`src/rtl/core/secure_freshness_value_manager_macros.svh`:
```
// Assertion macros used by the freshness manager control module.
`ifndef SECURE_FRESHNESS_VALUE_MANAGER_MACROS_SVH
`define SECURE_FRESHNESS_VALUE_MANAGER_MACROS_SVH
`define SFVM_ASSERT_IMP(label, clk, rst_n, a, c) \
    label: assert property (@(posedge clk) disable iff (!rst_n) (a) |-> (c)) \
        else $error("assertion failed");
`define SFVM_ASSERT_NXT(label, clk, rst_n, a, c) \
    label: assert property (@(posedge clk) disable iff (!rst_n) (a) |=> (c)) \
        else $error("assertion failed");
`endif

```
`src/rtl/core/sfvm_pkg.sv`:
```
package sfvm_pkg;
    localparam int unsigned TxSlotsDef = 16;
    localparam int unsigned RxSlotsDef = 16;
    localparam int unsigned IdW = 29;
    localparam int unsigned CntW = 22;
    localparam int unsigned TripW = 24;
    localparam int unsigned RstW = 16;
    localparam int unsigned UsedW = 5;
    localparam int unsigned InW = 107;
    localparam int unsigned OutW = 88;

    localparam logic [2:0] REQ_TX = 3'd0;
    localparam logic [2:0] REQ_RX = 3'd1;
    localparam logic [2:0] REQ_SYNC = 3'd2;
    localparam logic [2:0] REQ_LOAD = 3'd3;
    localparam logic [2:0] REQ_SET = 3'd4;

    localparam logic [1:0] ST_OK = 2'd0;
    localparam logic [1:0] ST_NOT_FOUND = 2'd1;
    localparam logic [1:0] ST_WINDOW = 2'd2;
    localparam logic [1:0] ST_STALE = 2'd3;

    localparam logic CFG_TX_USED = 1'b0;

    typedef struct packed {
        logic       load;
        logic       search_step;
        logic       search_init;
        logic       execute;
        logic       sync_step;
        logic       out_load;
    } t_cmd;

    typedef struct packed {
        logic search_done;
        logic sync_done;
        logic is_sync;
    } t_sts;
endpackage

```
`src/rtl/core/sfvm_datapath.sv`:
```
module sfvm_datapath
    import sfvm_pkg::*;
#(
    parameter int unsigned TX_SLOTS = TxSlotsDef,
    parameter int unsigned RX_SLOTS = RxSlotsDef
) (
    input  logic            i_clk,
    input  logic            i_rst_n,
    input  logic [InW-1:0]  i_req,
    input  logic [UsedW-1:0] i_tx_used,
    input  logic [UsedW-1:0] i_rx_used,
    input  t_cmd            i_cmd,
    output t_sts            o_sts,
    output logic [OutW-1:0] o_result
);
    localparam int unsigned TxIw = (TX_SLOTS > 1) ? $clog2(TX_SLOTS) : 1;
    localparam int unsigned RxIw = (RX_SLOTS > 1) ? $clog2(RX_SLOTS) : 1;
    localparam int unsigned MaxS = (TX_SLOTS > RX_SLOTS) ? TX_SLOTS : RX_SLOTS;
    localparam int unsigned SW = $clog2(MaxS + 1);

    logic [InW-1:0] r_req;
    logic [2:0] req_type;
    logic [IdW-1:0] msg_id;
    logic dir_rx;
    logic [3:0] slot_index;
    logic [5:0] clow;
    logic [1:0] rlow;
    logic [TripW-1:0] strip;
    logic [RstW-1:0] srst;
    logic [CntW-1:0] cval;
    assign {cval, srst, strip, rlow, clow, slot_index, dir_rx, msg_id, req_type} = r_req;

    logic [TripW-1:0] r_trip;
    logic [RstW-1:0] r_rst;
    logic [IdW-1:0] r_tx_id [TX_SLOTS];
    logic [IdW-1:0] r_rx_id [RX_SLOTS];
    logic [CntW-1:0] r_tx_cnt [TX_SLOTS];
    logic [CntW-1:0] r_rx_cnt [RX_SLOTS];
    logic [TripW-1:0] r_rx_ltrip [RX_SLOTS];
    logic [RstW-1:0] r_rx_lrst [RX_SLOTS];

    logic [SW-1:0] r_idx;
    logic [SW-1:0] r_limit;
    logic r_found;
    logic [SW-1:0] r_slot;
    logic [SW-1:0] txn, rxn;
    logic use_rx;
    logic [IdW-1:0] cur_id;
    logic [SW:0] n_sync;
    logic [1:0] r_status;
    logic [63:0] r_fresh;
    logic [CntW-1:0] r_cnt;

    assign txn = (32'(i_tx_used) > TX_SLOTS) ? SW'(TX_SLOTS) : SW'(i_tx_used);
    assign rxn = (32'(i_rx_used) > RX_SLOTS) ? SW'(RX_SLOTS) : SW'(i_rx_used);
    assign use_rx = (req_type == REQ_RX) || (req_type == REQ_SET && dir_rx);
    always_comb begin
        cur_id = '0;
        if (use_rx) begin
            if (r_idx < SW'(RX_SLOTS)) cur_id = r_rx_id[r_idx[RxIw-1:0]];
        end else begin
            if (r_idx < SW'(TX_SLOTS)) cur_id = r_tx_id[r_idx[TxIw-1:0]];
        end
    end
    assign n_sync = {1'b0, r_idx} + 1'b1;

    assign o_sts.search_done = r_found || (r_idx >= r_limit);
    assign o_sts.sync_done = (r_idx >= r_limit);
    assign o_sts.is_sync = (req_type == REQ_SYNC);
    assign o_result = {r_cnt, r_fresh, r_status};

    // Receive reconstruction, computed from the found slot.
    logic [RxIw-1:0] rs;
    logic [TxIw-1:0] ts;
    logic signed [2:0] d;
    logic [41:0] cur, last;
    logic [CntW-1:0] m, hi, tc;
    assign rs = r_slot[RxIw-1:0];
    assign ts = r_slot[TxIw-1:0];
    assign d = $signed({1'b0, rlow}) - $signed({1'b0, r_rst[1:0]});
    assign cur = {2'b0, r_trip, r_rst} + {{39{d[2]}}, d};
    assign last = {2'b0, r_rx_ltrip[rs], r_rx_lrst[rs]};
    assign m = r_rx_cnt[rs];
    assign tc = r_tx_cnt[ts];
    always_comb begin
        hi = {m[CntW-1:6], 6'b0};
        if (clow <= m[5:0]) hi = hi + CntW'(64);
    end

    always_ff @(posedge i_clk) begin
        if (!i_rst_n) begin
            r_trip <= '0;
            r_rst <= '0;
            for (int k = 0; k < TX_SLOTS; k++) begin
                r_tx_id[k] <= '0;
                r_tx_cnt[k] <= CntW'(1);
            end
            for (int k = 0; k < RX_SLOTS; k++) begin
                r_rx_id[k] <= '0;
                r_rx_cnt[k] <= CntW'(1);
                r_rx_ltrip[k] <= '0;
                r_rx_lrst[k] <= '0;
            end
            r_idx <= '0;
            r_limit <= '0;
            r_found <= 1'b0;
            r_slot <= '0;
        end else begin
            if (i_cmd.load) begin
                r_req <= i_req;
            end
            if (i_cmd.search_init) begin
                r_idx <= '0;
                r_found <= 1'b0;
                if (req_type == REQ_SYNC) r_limit <= (txn > rxn) ? txn : rxn;
                else r_limit <= use_rx ? rxn : txn;
            end
            if (i_cmd.search_step) begin
                if (cur_id == msg_id) begin
                    r_found <= 1'b1;
                    r_slot <= r_idx;
                end else begin
                    r_idx <= n_sync[SW-1:0];
                end
            end
            if (i_cmd.sync_step) begin
                if (r_idx < txn && r_idx < SW'(TX_SLOTS)) r_tx_cnt[r_idx[TxIw-1:0]] <= CntW'(1);
                if (r_idx < rxn && r_idx < SW'(RX_SLOTS)) r_rx_cnt[r_idx[RxIw-1:0]] <= CntW'(1);
                r_idx <= n_sync[SW-1:0];
            end
            if (i_cmd.execute) begin
                r_status <= ST_OK;
                r_fresh <= '0;
                r_cnt <= '0;
                case (req_type)
                    REQ_TX: begin
                        if (!r_found) r_status <= ST_NOT_FOUND;
                        else begin
                            r_tx_cnt[ts] <= (tc == '1) ? '0 : tc + 1'b1;
                            r_cnt <= tc;
                            r_fresh <= {r_trip, r_rst, tc, r_rst[1:0]};
                        end
                    end
                    REQ_RX: begin
                        if (!r_found) r_status <= ST_NOT_FOUND;
                        else if (d == 3'sd3 || d == -3'sd3) r_status <= ST_WINDOW;
                        else if (cur == last) begin
                            r_rx_cnt[rs] <= {hi[CntW-1:6], clow};
                            r_cnt <= {hi[CntW-1:6], clow};
                            r_fresh <= {r_rx_ltrip[rs], r_rx_lrst[rs],
                                        hi[CntW-1:6], clow, r_rst[1:0]};
                        end else if (cur > last) begin
                            r_rx_cnt[rs] <= CntW'(clow);
                            r_rx_ltrip[rs] <= r_trip;
                            r_rx_lrst[rs] <= cur[RstW-1:0];
                            r_cnt <= CntW'(clow);
                            r_fresh <= {r_trip, cur[RstW-1:0], CntW'(clow), r_rst[1:0]};
                        end else r_status <= ST_STALE;
                    end
                    REQ_SYNC: begin
                        r_trip <= strip;
                        r_rst <= srst;
                    end
                    REQ_LOAD: begin
                        if (dir_rx) begin
                            if ({5'd0, slot_index} < 9'(RX_SLOTS))
                                r_rx_id[RxIw'(slot_index)] <= msg_id;
                            else r_status <= ST_NOT_FOUND;
                        end else begin
                            if ({5'd0, slot_index} < 9'(TX_SLOTS))
                                r_tx_id[TxIw'(slot_index)] <= msg_id;
                            else r_status <= ST_NOT_FOUND;
                        end
                    end
                    REQ_SET: begin
                        if (!r_found) r_status <= ST_NOT_FOUND;
                        else begin
                            if (dir_rx) r_rx_cnt[rs] <= cval;
                            else r_tx_cnt[ts] <= cval;
                            r_cnt <= cval;
                        end
                    end
                    default: begin
                    end
                endcase
            end
        end
    end
endmodule

```
`src/rtl/core/sfvm_ctrl.sv`:
```
`include "secure_freshness_value_manager_macros.svh"
module sfvm_ctrl
    import sfvm_pkg::*;
(
    input  logic i_clk,
    input  logic i_rst_n,
    input  logic i_in_valid,
    output logic o_in_ready,
    output logic o_out_valid,
    input  logic i_out_ready,
    input  t_sts i_sts,
    output t_cmd o_cmd
);
    localparam logic [2:0] S_IDLE = 3'd0;
    localparam logic [2:0] S_INIT = 3'd1;
    localparam logic [2:0] S_SEARCH = 3'd2;
    localparam logic [2:0] S_SYNC = 3'd3;
    localparam logic [2:0] S_EXEC = 3'd4;

    logic [2:0] r_state, n_state;
    logic r_out_valid, n_out_valid;

    assign o_in_ready = (r_state == S_IDLE) && !r_out_valid;
    assign o_out_valid = r_out_valid;

    always_comb begin
        n_state = r_state;
        n_out_valid = r_out_valid;
        o_cmd = '0;
        if (r_out_valid && i_out_ready) n_out_valid = 1'b0;
        case (r_state)
            S_IDLE: begin
                if (i_in_valid && o_in_ready) begin
                    o_cmd.load = 1'b1;
                    n_state = S_INIT;
                end
            end
            S_INIT: begin
                o_cmd.search_init = 1'b1;
                n_state = i_sts.is_sync ? S_SYNC : S_SEARCH;
            end
            S_SEARCH: begin
                if (i_sts.search_done) n_state = S_EXEC;
                else o_cmd.search_step = 1'b1;
            end
            S_SYNC: begin
                if (i_sts.sync_done) n_state = S_EXEC;
                else o_cmd.sync_step = 1'b1;
            end
            S_EXEC: begin
                o_cmd.execute = 1'b1;
                o_cmd.out_load = 1'b1;
                n_out_valid = 1'b1;
                n_state = S_IDLE;
            end
            default: n_state = S_IDLE;
        endcase
    end

    always_ff @(posedge i_clk) begin
        if (!i_rst_n) begin
            r_state <= S_IDLE;
            r_out_valid <= 1'b0;
        end else begin
            r_state <= n_state;
            r_out_valid <= n_out_valid;
        end
    end

    `SFVM_ASSERT_IMP(a_ready_idle, i_clk, i_rst_n, o_in_ready, r_state == S_IDLE)
    `SFVM_ASSERT_NXT(a_exec_valid, i_clk, i_rst_n, r_state == S_EXEC, r_out_valid)
    `SFVM_ASSERT_NXT(a_accept_init, i_clk, i_rst_n, i_in_valid && o_in_ready,
        r_state == S_INIT)
endmodule

```
`src/rtl/core/secure_freshness_value_manager.sv`:
```
// Freshness value manager for secured bus messages.
// Requests enter on the s_axis channel; tdata packs req_type, msg_id, dir_rx,
// slot_index, rx_count_low, rx_reset_low, sync_trip, sync_reset and
// counter_value from the lowest bit up. One result per request leaves on
// m_axis with status, freshness and slot_counter.
// The configuration channel writes tx_slots_used (index 0) and rx_slots_used
// (index 1). The user must write them only while the block is idle; the
// block itself does not enforce this. The identifier search compares one
// table entry per step, stopping at the matching entry or at the used
// count; sync steps through the slot indices up to the larger used count.
// One request is handled at a time; a new one is taken in the cycle after
// the previous result has been read.
// When the receiver stalls, the result is held in its output register and
// no further request is taken.
// Reset clears counters and tables to their initial values at once.
module secure_freshness_value_manager
    import sfvm_pkg::*;
#(
    parameter int unsigned TX_SLOTS = TxSlotsDef,
    parameter int unsigned RX_SLOTS = RxSlotsDef
) (
    input  logic             i_clk,
    input  logic             i_rst_n,
    input  logic             s_axis_tvalid,
    output logic             s_axis_tready,
    // req_type, msg_id, dir_rx, slot_index, rx_count_low, rx_reset_low,
    // sync_trip, sync_reset, counter_value
    input  logic [111:0]     s_axis_tdata,
    output logic             m_axis_tvalid,
    input  logic             m_axis_tready,
    // status, freshness, slot_counter
    output logic [87:0]      m_axis_tdata,
    input  logic             i_cfg_valid,
    output logic             o_cfg_ready,
    input  logic             i_cfg_index,
    input  logic [UsedW-1:0] i_cfg_data
);
    logic [UsedW-1:0] r_tx_used, r_rx_used;
    t_cmd cmd;
    t_sts sts;

    assign o_cfg_ready = 1'b1;
    always_ff @(posedge i_clk) begin
        if (!i_rst_n) begin
            r_tx_used <= '0;
            r_rx_used <= '0;
        end else if (i_cfg_valid) begin
            if (i_cfg_index == CFG_TX_USED) r_tx_used <= i_cfg_data;
            else r_rx_used <= i_cfg_data;
        end
    end

    sfvm_ctrl u_ctrl (
        .i_clk(i_clk), .i_rst_n(i_rst_n),
        .i_in_valid(s_axis_tvalid), .o_in_ready(s_axis_tready),
        .o_out_valid(m_axis_tvalid), .i_out_ready(m_axis_tready),
        .i_sts(sts), .o_cmd(cmd)
    );

    sfvm_datapath #(.TX_SLOTS(TX_SLOTS), .RX_SLOTS(RX_SLOTS)) u_dp (
        .i_clk(i_clk), .i_rst_n(i_rst_n),
        .i_req(s_axis_tdata[InW-1:0]),
        .i_tx_used(r_tx_used), .i_rx_used(r_rx_used),
        .i_cmd(cmd), .o_sts(sts), .o_result(m_axis_tdata)
    );
endmodule
```
`config.mk`:
```
export PLATFORM = sky130hd
export DESIGN_NAME = secure_freshness_value_manager
export DESIGN_NICKNAME = d
export VERILOG_FILES = /design/src/rtl/core/sfvm_pkg.sv /design/src/rtl/core/sfvm_datapath.sv /design/src/rtl/core/sfvm_ctrl.sv /design/src/rtl/core/secure_freshness_value_manager.sv
export VERILOG_INCLUDE_DIRS = /design/src /design/src/rtl/core
export SDC_FILE = /design/constraint.sdc
export NUM_CORES = 2
export LEC_CHECK = 0
export BUFFER_PORTS_ARGS = -buffer_cell sky130_fd_sc_hd__buf_2
export CAP_MARGIN = 20
export CELL_PAD_IN_SITES_DETAIL_PLACEMENT = 0
export CELL_PAD_IN_SITES_GLOBAL_PLACEMENT = 1
export CORE_MARGIN = 2
export CORE_UTILIZATION = 35
export CTS_CLUSTER_SIZE = 20
export DETAILED_ROUTE_END_ITERATION = 8
export PLACE_DENSITY_LB_ADDON = 0.1
export SETUP_SLACK_MARGIN = 0.1
export SLEW_MARGIN = 20
export SYNTH_ARGS = -nofsm -noshare
export SYNTH_HDL_FRONTEND = slang
export SYNTH_SLANG_ARGS = --single-unit
export TNS_END_PERCENT = 100
```
`constraint.sdc`:
```
create_clock -name i_clk -period 27.6 [get_ports i_clk]
set_input_delay 4.14 -clock i_clk [delete_from_list [all_inputs] [get_ports i_clk]]
set_output_delay 4.14 -clock i_clk [all_outputs]
set_load 0.03 [all_outputs]
```
==> summary.md <==
| Metric | Value |
|---|---|
| Post-Synth XOR/XNOR Area | 0.4978% |
| Post-synth EDFFs | between 2000 and 2500 |
| Synth area leaders | edfxtp_1 64%, mux4_2 11%, and2_1 6.9% |
| CTS resizes | 0 |
| Reg-to-reg endpoint | u_dp.r_rx_ltrip[14][15] |
| Main combinational cell family by area after synthesis | multiplexers |
| R2R setup slack | 17780 ps |
| Chip width | 580.0 µm |
| Clock skew | approximately 34 ps |
| CP startpoint | u_dp.r_rst[0] |
| Switching share of total power | between 20% and 30% |
| Sequential power share | between 50% and 60% |
| CP required | 28140 ps |
| CTS sink count | around 2500 |
| TNS Setup | 0 ps |
| Max-Cap Viols | 0 |
| Post-DP HPWL | ~240000 µm |
| Syn_nets | between 8000 and 9000 |
| Die H | between 500 and 600 µm |
| F_max | 0.1019 GHz |
| Adder-cell share of the synthesized area | less than 1% |
| Tmin final | 9816 ps |
| Fin. Hold Viols | 0 |
| Area growth, synth to finish | 13.74% |
| Class of the worst hold path | flop to flop |
| Max-Slew Margin vs Limit | 18.22% |
| GRT Util Overall | a little under a quarter |
| CP arrival | slightly above 10000 ps |
| Placed cells | around 12000 |
| Worst Setup EP | u_dp.r_rx_ltrip[14][15] |
| Synth top area share | 63.79% |
| WS Path Type | flop to flop |
| Post-route ant nets | 0 |
| Clk Latency, worst-skew pair | ~930 ps |
| Tcrit/Tclk final | 35.57% |
| Logic gate share of total power | 4.2% |
| Synth Instances | around 7900 |
| P_sw | ~2000 µW |
| Seq/Total Area, Yosys | about two thirds |
| Mapped Area | about 120000 µm² |
| Ys flop type | edfxtp_1 |
| Total congestion overflow | 0 |
| H-tree depth | 5 |
| Initial core utilization | between 30% and 40% |
| Pleak | between 0.04 and 0.05 µW |
| DR vias | just over 70000 |
| Ports | between 200 and 250 |
| Final setup fails | 0 |
| CTS max path bufs | 4 |
| Post-synthesis cell type count | between 80 and 90 |
| Compound-Gate Fraction of Synth Area | 5.279% |
| CTS tree | built |
| DR pass1 iterations | 5 |
| Hold Crit Start | r_rx_used[1] |
| Core box area | approximately 330000 µm² |
| RSZ-0062 raised after global routing | false |
| Layout cells sized above 1 | 20.70% |
| Num CTS Buffers | between 300 and 400 |
| Clk root buf | clkbuf_16 |
| Clock power share | about 45% |
| Synth area leader | edfxtp_1 |
| Clk pin slew, worst setup/hold paths | 60 ps |
| Layout Nets | just over 8000 |
| Global-route wire length before repair | ~570000 µm |
| Number of global-route vias before repair | 72220 |
| WL final | 404300 µm |
| Final Max Slew Viols | 0 |
| Mux cell area share after synthesis | between 10% and 20% |
| Placer congestion estimate | about 0.8 |
| Largest net degree at the start of global routing | 89 |
| Peak VDD IR | 0.05180 mV |
| Seq cells post-synth | 2540 |
| Reg2reg start | u_dp.r_rst[0] |
| Post-CTS Setup Inserts | 0 |
| Initial antenna violation count | 50 |
| Via/cell ratio | 5.604 |
| Core Rows | ~210 |
| Die area | roughly 340000 µm² |
| Int Pwr | between 6000 and 7000 µW |
| Critical path launch point type | flop |
| Mapped Avg Cell Area | between 10 and 15 µm² |
| Drt drc | 0 |
| Power, Total | approximately 8600 µW |
| Initial drt markers | between 7000 and 8000 |
| Worst R2R Path Depth | 22 |
| Post-Synth Simple-Gate Area | 12.34% |
| Setup crit end kind | flop |
| Pwr dens | ~65 nW/µm² |
| Buffers on Ports | roughly 210 |
| YS warnings | 0 |
| Finished Layout Cells | between 10000 and 15000 |
| Status | complete, no violations |
| Async set-reset flop share out of synthesis | 0% |
| Hold buffer count at cts | 0 |
| Slew at the pin closest to its max-slew limit | 1219 ps |
| WL/cell | approximately 32 µm |
| Fill cells | 30544 |
| Crit-path max FO | between 50 and 60 |
==> per-layer routing <==
| layer | track usage (%) | wire (µm) | vias to the layer above |
|---|---|---|---|
| met4 | 6.244 | 10570 | 4 |
| met5 | 0 | 23 | - |
| li1 | - | - | 30102 |
| met1 | 32.93 | 173800 | 37617 |
| met2 | 38.92 | 194600 | 2541 |
| met3 | 3.141 | 25260 | 517 |
==> through the flow <==
step	setup slack, ps	instance area [µm²]	hold WS [ps]	utilization, %
2_1_floorplan	17810	116100	443.5	-
5_1_grt	17200	132000	495.7	39.98
3_3_place_gp	17450	122800	462.9	37.17
3_5_place_dp	17380	122800	474.4	37.17
6_report	17780	132100	485.8	39.99
4_1_cts	17630	132000	483.1	39.97
==> layout by cell type, fill, tap and decap left out, types with 85 or more instances in the layout <==
master     count
a21oi_1      330
and2_1      1280
buf_2        206
buf_4        332
clkbuf_1      85
clkbuf_16    311
edfxtp_1    2467
inv_1         87
mux2i_1      210
mux4_2       564
nand2_1      262
nor2_1       545
nor3_1       149
==> logic make-up after synthesis <==
kind of cell / count (synthesis)
xor+xnor: 66
flops: 2540
mux: 794
other cells: 1
simple gates: 2663
buf+inv: 868
compound gates: 932
fa+ha+maj: 73
==> synth_stat cells, drive strengths merged (11+ instances only) <==
library cell	instances
edfxtp	2467
and2	1283
clkbuf	596
nor2	572
mux4	564
a21oi	331
nand2	289
mux2i	210
buf	178
nor3	161
inv	89
a211oi	84
a22oi	84
o21ai	82
nor4	78
dfxtp	73
ha	70
nand3	66
o22ai	59
a22o	58
nand4	54
a21boi	49
a21o	43
xnor2	39
nand2b	36
nor2b	30
and3	27
xor2	27
mux2	20
a21bo	16
o211ai	16
a32oi	13
or3	11
or4	11
==> state kept, by name, indices dropped and copies added, names as in the netlist, named ones only <==
register	cells
u_ctrl.o_out_valid	1
u_dp.r_limit	5
u_dp.r_trip	24
u_ctrl.r_state	3
u_dp.r_req	107
u_dp.r_cnt	22
u_dp.r_rx_lrst	256
u_dp.r_tx_id	464
u_dp.r_tx_cnt	352
u_dp.r_rst	16
u_dp.r_rx_id	464
r_rx_used	5
u_dp.r_fresh	64
u_dp.r_rx_cnt	352
r_tx_used	5
u_dp.r_idx	5
u_dp.r_found	1
u_dp.r_rx_ltrip	384
u_dp.r_slot	4
u_dp.r_status	2
==> power groups by stage <==
stage / combinational (µW) / clock (µW) / sequential, µW
2_1_floorplan: 190 / 0 / 4480
4_1_cts: 372 / 3920 / 4420
3_3_place_gp: 369 / 0 / 4490
6_report: 366 / 3840 / 4420
3_5_place_dp: 371 / 0 / 4500
5_1_grt: 386 / 4050 / 4430
==> worst min path at each step <==
stage,slack [ps],cells after the start,endpoint
floorplan,440,2,r_rx_used[1]
global placement,460,2,r_rx_used[2]
detailed placement,470,2,r_rx_used[1]
CTS,480,2,r_rx_used[1]
global route,500,2,r_rx_used[3]
finish,490,2,r_rx_used[1]
==> layout make-up <==
class,instances,area [µm²],share of cell area [%]
antenna,23,57.56,0.04357
clock buffer,402,8184,6.196
clock inverter,134,1067,0.8080
inverter,94,362.8,0.2747
multi-input combinational,4529,37770,28.59
sequential,2540,75570,57.21
tap,4366,5463,4.136
timing repair buffer,543,3618,2.740
==> worst max-delay path: stages, from the launching register on <==
cell	delay, ps
dfxtp_1	560
ha_1	280
fa_2	200
buf_4	520
o31ai_1	230
a211o_1	400
a22oi_1	580
a22oi_1	350
o21ai_0	730
nand4_1	200
nor2_1	150
a31oi_1	70
xnor2_1	180
ha_1	330
nand4_1	130
o21ai_0	700
a21oi_1	140
o21ai_0	180
a21oi_1	250
nor2_2	840
nand4_1	900
nand2_2	880
buf_4	590
Note: power is estimated with default switching activity, not from simulation.
